## src/assert_macros.svh

```systemverilog
// Assertion macros used by the list engine controller.
// No dependencies.
`ifndef ASSERT_MACROS_SVH
`define ASSERT_MACROS_SVH
// Check that an antecedent implies a consequent in the same cycle.
`define ASSERT_IMPLY(label, clk, rst, a, c) \
  label: assert property (@(posedge clk) disable iff (rst) (a) |-> (c)) \
    else $error("assertion failed");
// Check that an antecedent implies a consequent in the next cycle.
`define ASSERT_NEXT(label, clk, rst, a, c) \
  label: assert property (@(posedge clk) disable iff (rst) (a) |=> (c)) \
    else $error("assertion failed");
`endif

```

## src/ple_pkg.sv

```systemverilog
// Shared types and constants of the positional list engine.
// No dependencies.
package ple_pkg;
  localparam int Capacity = 16;
  localparam int ValueWidth = 32;
  localparam int LenWidth = $clog2(Capacity + 1);
  localparam int IdxWidth = $clog2(Capacity);

  typedef enum logic [2:0] {
    K_INS_HEAD = 3'd0, K_INS_TAIL = 3'd1, K_INS_POS = 3'd2, K_UPDATE = 3'd3,
    K_DEL_HEAD = 3'd4, K_DEL_TAIL = 3'd5, K_DEL_POS = 3'd6, K_DUMP = 3'd7
  } kind_t;

  typedef enum logic [1:0] {
    ST_OK = 2'd0, ST_FULL = 2'd1, ST_EMPTY = 2'd2, ST_RANGE = 2'd3
  } status_t;

  // Commands from the controller to the datapath.
  typedef struct packed {
    logic                ins;
    logic                del;
    logic                upd;
    logic [IdxWidth-1:0] pos;
    logic                dump_load;
    logic                dump_shift;
  } dp_cmd_t;

  // Status from the datapath to the controller.
  typedef struct packed {
    logic [LenWidth-1:0] length;
  } dp_stat_t;
endpackage

```

## src/ple_datapath.sv

```systemverilog
// Datapath of the list engine: a chain of entry cells and the length count.
// Depends on ple_pkg.
module ple_datapath (
  input  logic                            clk,
  input  logic                            rst,
  input  ple_pkg::dp_cmd_t                cmd,
  input  logic signed [ple_pkg::ValueWidth-1:0] item_value,
  output ple_pkg::dp_stat_t               stat,
  output logic signed [ple_pkg::ValueWidth-1:0] head_value
);
  import ple_pkg::*;

  logic [ValueWidth-1:0] entries [Capacity];
  logic [ValueWidth-1:0] dump_q  [Capacity];
  logic [LenWidth-1:0]   length;

  always_ff @(posedge clk) begin
    for (int i = 0; i < Capacity; i++) begin
      if (cmd.ins) begin
        if (i[IdxWidth-1:0] == cmd.pos) entries[i] <= item_value;
        else if (i[IdxWidth-1:0] > cmd.pos && i > 0) entries[i] <= entries[(i > 0) ? i-1 : 0];
      end else if (cmd.del) begin
        if (i[IdxWidth-1:0] >= cmd.pos && i < Capacity-1)
          entries[i] <= entries[(i < Capacity-1) ? i+1 : i];
      end else if (cmd.upd) begin
        if (i[IdxWidth-1:0] == cmd.pos) entries[i] <= item_value;
      end
      // Dump copy streams out through index zero.
      if (cmd.dump_load) dump_q[i] <= entries[i];
      else if (cmd.dump_shift && i < Capacity-1)
        dump_q[i] <= dump_q[(i < Capacity-1) ? i+1 : i];
    end
  end

  // Hold the entry leaving the copy for the cycle in which it is reported.
  always_ff @(posedge clk) begin
    if (cmd.dump_shift) head_value <= dump_q[0];
  end

  always_ff @(posedge clk) begin
    if (rst) begin
      length <= '0;
    end else if (cmd.ins) begin
      length <= length + LenWidth'(1);
    end else if (cmd.del) begin
      length <= length - LenWidth'(1);
    end
  end

  assign stat.length = length;
endmodule

```

## src/ple_ctrl.sv

```systemverilog
// Controller of the list engine: checks commands and sequences dumps.
// Depends on ple_pkg and assert_macros.svh.
`include "assert_macros.svh"
module ple_ctrl (
  input  logic                           clk,
  input  logic                           rst,
  input  logic                           start,
  input  logic [2:0]                     kind,
  input  logic [4:0]                     position,
  input  ple_pkg::dp_stat_t              stat,
  output ple_pkg::dp_cmd_t               cmd,
  output logic                           busy,
  output logic                           res_valid,
  output logic                           res_dump,
  output logic [1:0]                     res_status,
  output logic                           res_last
);
  import ple_pkg::*;

  typedef enum logic [1:0] {S_IDLE = 2'b01, S_DUMP = 2'b10} state_t;
  state_t state, state_next;
  logic [LenWidth-1:0] remain;
  logic accept;
  logic [LenWidth-1:0] len;
  status_t st;
  logic [LenWidth-1:0] pos_ext;

  assign len = stat.length;
  assign accept = start && !busy;
  assign busy = (state == S_DUMP);
  assign pos_ext = LenWidth'(position);

  always_comb begin
    cmd = '0;
    st = ST_OK;
    state_next = state;
    if (accept) begin
      case (kind_t'(kind))
        K_INS_HEAD, K_INS_TAIL, K_INS_POS: begin
          if (len >= LenWidth'(Capacity)) st = ST_FULL;
          else if (kind == K_INS_POS && pos_ext > len) st = ST_RANGE;
          else begin
            cmd.ins = 1'b1;
            cmd.pos = (kind == K_INS_HEAD) ? '0 :
                      (kind == K_INS_TAIL) ? len[IdxWidth-1:0] : position[IdxWidth-1:0];
          end
        end
        K_UPDATE, K_DEL_POS: begin
          if (len == '0) st = ST_EMPTY;
          else if (pos_ext >= len) st = ST_RANGE;
          else begin
            cmd.upd = (kind == K_UPDATE);
            cmd.del = (kind == K_DEL_POS);
            cmd.pos = position[IdxWidth-1:0];
          end
        end
        K_DEL_HEAD, K_DEL_TAIL: begin
          if (len == '0) st = ST_EMPTY;
          else begin
            cmd.del = 1'b1;
            cmd.pos = (kind == K_DEL_HEAD) ? '0 : IdxWidth'(len - LenWidth'(1));
          end
        end
        K_DUMP: begin
          if (len == '0) st = ST_EMPTY;
          else begin
            cmd.dump_load = 1'b1;
            state_next = S_DUMP;
          end
        end
        default: st = ST_OK;
      endcase
    end else if (state == S_DUMP) begin
      cmd.dump_shift = 1'b1;
      if (remain == LenWidth'(1)) state_next = S_IDLE;
    end
  end

  always_ff @(posedge clk) begin
    if (rst) begin
      state <= S_IDLE;
      remain <= '0;
      res_valid <= 1'b0;
      res_dump <= 1'b0;
      res_status <= ST_OK;
      res_last <= 1'b0;
    end else begin
      state <= state_next;
      res_valid <= 1'b0;
      res_dump <= 1'b0;
      res_last <= 1'b0;
      res_status <= ST_OK;
      if (accept && !cmd.dump_load) begin
        res_valid <= 1'b1;
        res_status <= st;
        res_last <= 1'b1;
      end else if (accept) begin
        remain <= len;
      end else if (state == S_DUMP) begin
        // Emit head of the copy and advance.
        res_valid <= 1'b1;
        res_dump <= 1'b1;
        res_last <= (remain == LenWidth'(1));
        remain <= remain - LenWidth'(1);
      end
    end
  end

  `ASSERT_IMPLY(a_onehot, clk, rst, 1'b1, $onehot(state))
  `ASSERT_IMPLY(a_dump_remain, clk, rst, state == S_DUMP, remain != '0)
  `ASSERT_NEXT(a_mut_result, clk, rst, accept && kind != K_DUMP, res_valid && res_last)
endmodule

```

## src/positional_list_engine_top.sv

```systemverilog
// A mutation result is registered from the accepting cycle. A dump first loads
// the copy of the list, then reports one entry per cycle through the head register,
// with busy high until the last entry is shifted out; the next command is taken after.
// Throughput: a mutation every cycle while no dump holds busy high.
// Reset (rst, synchronous) empties the list; stored values are not cleared.
// The receiver cannot stall; each result shows on valid for one cycle.
module positional_list_engine_top (
  input  logic               clk,
  input  logic               rst,
  input  logic               start,
  output logic               busy,
  input  logic [2:0]         kind,
  input  logic signed [31:0] item_value,
  input  logic [4:0]         position,
  output logic               valid,
  output logic signed [31:0] out_value,
  output logic [1:0]         status,
  output logic [4:0]         length_now,
  output logic               last
);
  import ple_pkg::*;

  dp_cmd_t  cmd;
  dp_stat_t stat;
  logic signed [ValueWidth-1:0] head_value;
  logic res_dump;

  ple_ctrl u_ctrl (
    .clk, .rst, .start, .kind, .position, .stat, .cmd, .busy,
    .res_valid(valid), .res_dump, .res_status(status), .res_last(last)
  );

  ple_datapath u_dp (
    .clk, .rst, .cmd, .item_value, .stat, .head_value
  );

  assign out_value  = res_dump ? head_value : '0;
  assign length_now = 5'(stat.length);
endmodule

```

## config.mk

```make
export PLATFORM = sky130hd
export DESIGN_NAME = positional_list_engine_top
export DESIGN_NICKNAME = d
export VERILOG_FILES = /design/src/ple_pkg.sv /design/src/ple_datapath.sv /design/src/ple_ctrl.sv /design/src/positional_list_engine_top.sv
export VERILOG_INCLUDE_DIRS = /design/src /design/src/src
export SDC_FILE = /design/constraint.sdc
export NUM_CORES = 2
export LEC_CHECK = 0
export BUFFER_PORTS_ARGS = -buffer_cell sky130_fd_sc_hd__buf_2
export CAP_MARGIN = 20
export CORE_UTILIZATION = 60
export DETAILED_ROUTE_END_ITERATION = 6
export PLACE_DENSITY = 0.77
export SYNTH_ARGS = -nofsm -noshare
export SYNTH_HDL_FRONTEND = slang
export SYNTH_SLANG_ARGS = --single-unit
```

## constraint.sdc

```tcl
create_clock -name clk -period 26.8 [get_ports clk]
set_input_delay 1.34 -clock clk [delete_from_list [all_inputs] [get_ports clk]]
set_output_delay 1.34 -clock clk [all_outputs]
set_load 0.005 [all_outputs]
```

Word level (Yosys, flattened, before mapping)

Memory sizes are Yosys's and may differ from the RTL's. A register that Yosys moved wholly into a read port is not among the register bits.
Cells that the tools add are included.
W data, S select, Z words.

Add/sub/neg operators: 3
Order comparisons: 33
Equal/unequal tests: 26
Multiplexer cells: 337
Bitwise logic cells: 63
Reductions and logical operators: 19

Operators by type and width:

| cell                  | number |
|---|---|
| $mux W32              | 62 |
| $mux W1               | 249 |
| $or A1 B1 Y1          | 61 |
| $eq A4 B4 Y1 const A  | 8 |
| $gt A4 B4 Y1 const A  | 8 |
| $ge A4 B4 Y1 const A  | 7 |
| $mux W4               | 6 |
| $mux W2               | 10 |
| $mux W5               | 4 |
| $eq A3 B4 Y1 const A  | 4 |
| $ge A3 B4 Y1 const A  | 4 |
| $gt A3 B4 Y1 const A  | 4 |
| $eq A3 B3 Y1 const B  | 4 |
| $mux W6               | 2 |
| $pmux W4 S3           | 1 |
| $sub A5 B1 Y5 const B | 2 |
| $reduce_or A3 Y1      | 3 |
| $eq A2 B4 Y1 const A  | 2 |
| $ge A1 B4 Y1 const A  | 2 |
| $ge A2 B4 Y1 const A  | 2 |
| $gt A2 B4 Y1 const A  | 2 |
| $mux W8               | 1 |
| $eq A3 B2 Y1 const B  | 2 |
| $pmux W2 S3           | 1 |
| other kinds (21)      | 30 |

Bits in registers: 17
Memory bits (writable): 1024
Input bits: 43
Output and inout port bits: 42
Word-level logic and storage cells: 490
Memories: 2

Memories:

| name         | words | bits a word | read ports | clocked after memory_dff | write ports | line               | RTL |
|---|---|---|---|---|---|---|---|
| u_dp.dump_q  | 16    | 32          | 16         | 1                        | 16          | ple_datapath.sv:14 | `logic [ValueWidth-1:0] dump_q [Capacity];` |
| u_dp.entries | 16    | 32          | 16         | 0                        | 16          | ple_datapath.sv:13 | `logic [ValueWidth-1:0] entries [Capacity];` |

Longest topological paths before layout

Word-level depth: 15
Gate-level depth with buffers: 14
Mapped depth without buffers: 10

By module

From an unflattened synthesis, not the netlist that was laid out.

Cell total of the unflattened synthesis: 3478
Area total of the unflattened synthesis: 48611.6 µm²

By module, submodules not included:

| module                     | times used | cells an instance | area each (µm²) | seq. area each (µm²) |
|---|---|---|---|---|
| ple_datapath               | 1          | 3307              | 47350.4         | 31810.5 |
| ple_ctrl                   | 1          | 136               | 1006.0          | 240.2 |
| positional_list_engine_top | 1          | 35                | 255.2           | 0.0 |

Worst setup path after synthesis

No wires, ideal clock.

Path kind: input to register
From: input start
To: memory u_dp.dump_q[0][0], enable pin
Library setup time: 3857 ps
Data arrival time: 11497 ps
Required time: 22943 ps
Slack: 11447 ps
Stages on the path: 5
Path buffers: 1
Cell sequence: nand2_1 > clkbuf_1 > nor3_1 > nor2_1 > clkinv_1

RTL lines:

| element         | line                             | RTL |
|---|---|---|
| start, declared | positional_list_engine_top.sv:10 | `input logic start,` |
| end, declared   | ple_datapath.sv:14               |  |

==> impl_metrics.toml <==
[sta]
finalSetupTns_ns = 0
fin_worst_skew_ns = 0.02351
worst_slew_pin_slew_ns = 1.279
setup_viol = 0
slew_viol_final = 0
fmax_mhz = 184.8
whs_ns = 0.4147
relSlewSlack = 0.1395
hold_viol = 0
grt_setup_unrepaired = "no"
fin_crit_ns = 5.411
min_period_over_period = 0.2019

[logic_synthesis]
seq_area_frac_synth = 0.6514
yosys_most_used_dff = "edfxtp_1"
synth_seq_cells = 1073
synth_nets = 4661
synth_edf_count = 1056
synth_area_um2 = 49210
syn_inst = 4609
synth.distinct_cells = 82
avgSynthCellArea_um2 = 10.68
async_flop_share = 0
ys_warn_count = 0

[power_and_ir_drop]
p_leak_nw = 19.84
p_per_area_nw_per_um2 = 72.58
peakVddDrop_v = 0.00006178

[place]
hpwl_mm = 82.23
gp_congestion = 0.9141
port-buffer-count = 84
post-place-cells = 5467

[routing]
antenna_left = 0
wirelength_mm = 130.2
avgViaCountPerCell = 6.298
first_pass_iters = 7
drt_iter0_drc = 5209
dr_total_vias = 35716
wl_per_cell_um = 22.95
drc = 16

[cts]
h-tree-depth = 3
clock_sinks = 1073
cts-root-buf = "clkbuf_16"
cts_buffers = 108
post_cts_resized = 0
clk_latency_ns = 0.67
post_cts_buffers = 0
cts_tree = "done"
path_clk_slew_ns = 0.07
clockBufferDepth = 3
ctsHoldBuffers = 0

[setup_path]
path_max_fanout = 65
cp_slowest_cell = "a211oi_2"
ff2ff_path_depth = 10
reg2reg_slack_ns = 21.39
crit_buf_inv = 2
cpPeakStageDelay_ns = 1.07
path_cells = "inv_1 -> ha_1 -> and4_1 -> a211oi_2 -> o22a_1 -> a41oi_2 -> a211oi_2 -> a21oi_4 -> buf_4 -> or3_2"
start_kind = "flop"
arrival_ns = 5.66
critPathTopFamily = "compound AO/OA/AOI/OAI gates"
crit_path_end_kind = "flop"
crit_top_cell = "a211oi_2"
crit_type = "flop to flop"
timing.rr.end = "u_dp.entries[3][82]$_DFFE_PP_"
critPathRequiredTime_ns = 27.05
reg2reg_from = "u_dp.stat[2]$_SDFFE_PP0P_"

[run_status]
status = "complete, but fails checks"
failed_checks = "design-rule violations"

[worst_hold_path]
worstHoldStart = "u_dp.dump_q[0][11]$_DFFE_PP_"
hold_path.class = "flop to flop"
hold_depth = 0
hold_end = "u_dp.head_value[11]$_DFFE_PP_"

[run]
max_cap_violations = 0

[grt]
grt_pass1_vias = 33203
grt_first_pass_wirelength_mm = 198.8
antenna_found_initial = 3
track_usage = 0.3119
grt_max_degree = 196
globalRoute.totalOverflow = 0

[final_layout]
fin_nets = 4572
area_delta_synth_final_pct = 10.01
fill_cells = 5929
final_cell_count_no_fill = 5671
final_util = 0.6699
drive_gt1_frac = 0.09245

[floorplan]
start_util = 0.6089
fp.dieArea_um2 = 83160
die_h_um = 288.4
core_um2 = 80810
core.rowCount = 104
die_w_um = 288.4
io_pins = 85
[Yosys cell counts, types with 4 or more instances]
cell          n  area (um2)
nand2_1    1761        6610
edfxtp_1   1056       31710
clkbuf_1    273        1025
o21ai_0     185       925.9
nor2_1      183       686.9
a21oi_1     155       775.7
a31oi_1     151       944.7
a221o_1      92       920.9
mux2i_1      65       650.6
o21ai_1      62       310.3
inv_1        60       225.2
nor3_1       53       265.3
buf_2        51       255.2
nand3_1      41       205.2
o22ai_1      39       244.0
and2_1       35       219.0
a22oi_1      34       255.2
and3_1       32       200.2
o311ai_0     32       280.3
a22o_1       31       271.5
mux2_2       31       349.1
buf_1        21       78.83
a2bb2oi_1    19       166.4
dfxtp_1      17       340.3
a221oi_2     15       225.2
ha_1          9       112.6
buf_4         7       52.55
or3_1         6       37.54
a21o_1        5       37.54
a211oi_2      4       50.05
nor3_2        4       40.04
nor4_1        4       25.02
o211ai_1      4       30.03
xnor2_1       4       35.03
[metrics by stage]
stage | worst slack, ns | instance area [um2] | power, mW
6_report | 21.39 | 54130 | 3.929
5_1_grt | 21.19 | 54130 | 4.038
4_1_cts | 21.34 | 54060 | 3.928
3_5_place_dp | 20.78 | 50560 | 2.439
3_3_place_gp | 20.80 | 50470 | 2.420
2_1_floorplan | 11.45 | 49210 | 2.310
[final cells by class]
class,count,area (um2),area share
Inverter,61,244.0,0.004507
Antenna cell,3,7.507,0.0001387
Tap cell,1060,1326,0.02450
Sequential cell,1073,32050,0.5921
Timing Repair Buffer,155,1094,0.02020
Multi-Input combinational cell,3121,15920,0.2941
Clock inverter,68,641.9,0.01186
Clock buffer,130,2849,0.05263
[kinds of logic (layout without fill, tap and decap cells)]
logic type / after synthesis / count (layout) / synth area share
other: 0 / 3 / 0
adders and majority gates: 9 / 9 / 0.002289
muxes: 97 / 97 / 0.02055
buffers and inverters: 415 / 414 / 0.03379
AOI/OAI and AO/OA: 867 / 867 / 0.1187
xor gates and xnor gates: 6 / 6 / 0.001068
DFF: 1073 / 1073 / 0.6514
and+or+nand+nor: 2142 / 2142 / 0.1722
[metal layers]
metal	global-route usage	vias to the layer above	part of all wire
met2	0.4498	2348	0.43
met4	0.07738	2	0.019
li1	-	16229	-
met5	0	-	0.000061
met1	0.4728	16938	0.41
met3	0.08112	199	0.14
[where the power goes]
group          internal, mW  switching [mW]  leakage, nW  total (mW)
combinational         0.122           0.244         8.31       0.366
clock                 0.869           0.641         1.72        1.51
sequential             1.98          0.0747         9.81        2.05
[registers in the layout (all words and copies together), names as in the netlist]
register,flops
u_dp.entries,512
u_dp.stat,5
u_ctrl.res_valid,1
u_ctrl.res_status,2
u_ctrl.res_dump,1
u_dp.dump_q,512
u_dp.head_value,32
u_ctrl.remain,5
u_ctrl.res_last,1
u_ctrl.state,2
[worst max path at each step]
stage,start,end,slack [ns],cells after the start
3_3_place_gp,position[4],u_dp.entries[0][79]$_DFFE_PP_,20.80,10
5_1_grt,u_dp.stat[2]$_SDFFE_PP0P_,u_dp.entries[1][52]$_DFFE_PP_,21.19,11
4_1_cts,u_dp.stat[4]$_SDFFE_PP0P_,u_dp.entries[0][77]$_DFFE_PP_,21.34,10
6_report,u_dp.stat[2]$_SDFFE_PP0P_,u_dp.entries[3][82]$_DFFE_PP_,21.39,10
2_1_floorplan,start,u_dp.dump_q[0][0]$_DFFE_PP_,11.45,5
3_5_place_dp,position[1],u_dp.entries[0][79]$_DFFE_PP_,20.78,10
[layout by cell type (no fill, tap or decap), types with 5 or more instances in the layout]
master,netlist,layout
a21oi_1,155,145
a21oi_4,1,13
a221o_1,92,92
a221oi_2,15,15
a22o_1,31,31
a22oi_1,34,34
a2bb2oi_1,19,19
a31oi_1,151,148
and2_1,35,35
and3_1,32,31
buf_12,0,8
buf_2,51,84
buf_4,7,61
bufinv_16,0,12
clkbuf_1,273,19
clkbuf_16,0,111
clkinv_1,1,25
clkinv_2,0,25
dfxtp_1,17,17
edfxtp_1,1056,1056
ha_1,9,9
inv_1,60,59
mux2_2,31,31
mux2i_1,65,65
nand2_1,1761,1760
nand3_1,41,41
nor2_1,183,179
nor3_1,53,51
nor3_4,1,5
o21ai_0,185,181
o21ai_1,62,61
o21ai_4,0,7
o22ai_1,39,36
o311ai_0,32,32
No activity file was read; power rests on OpenSTA's default activity.
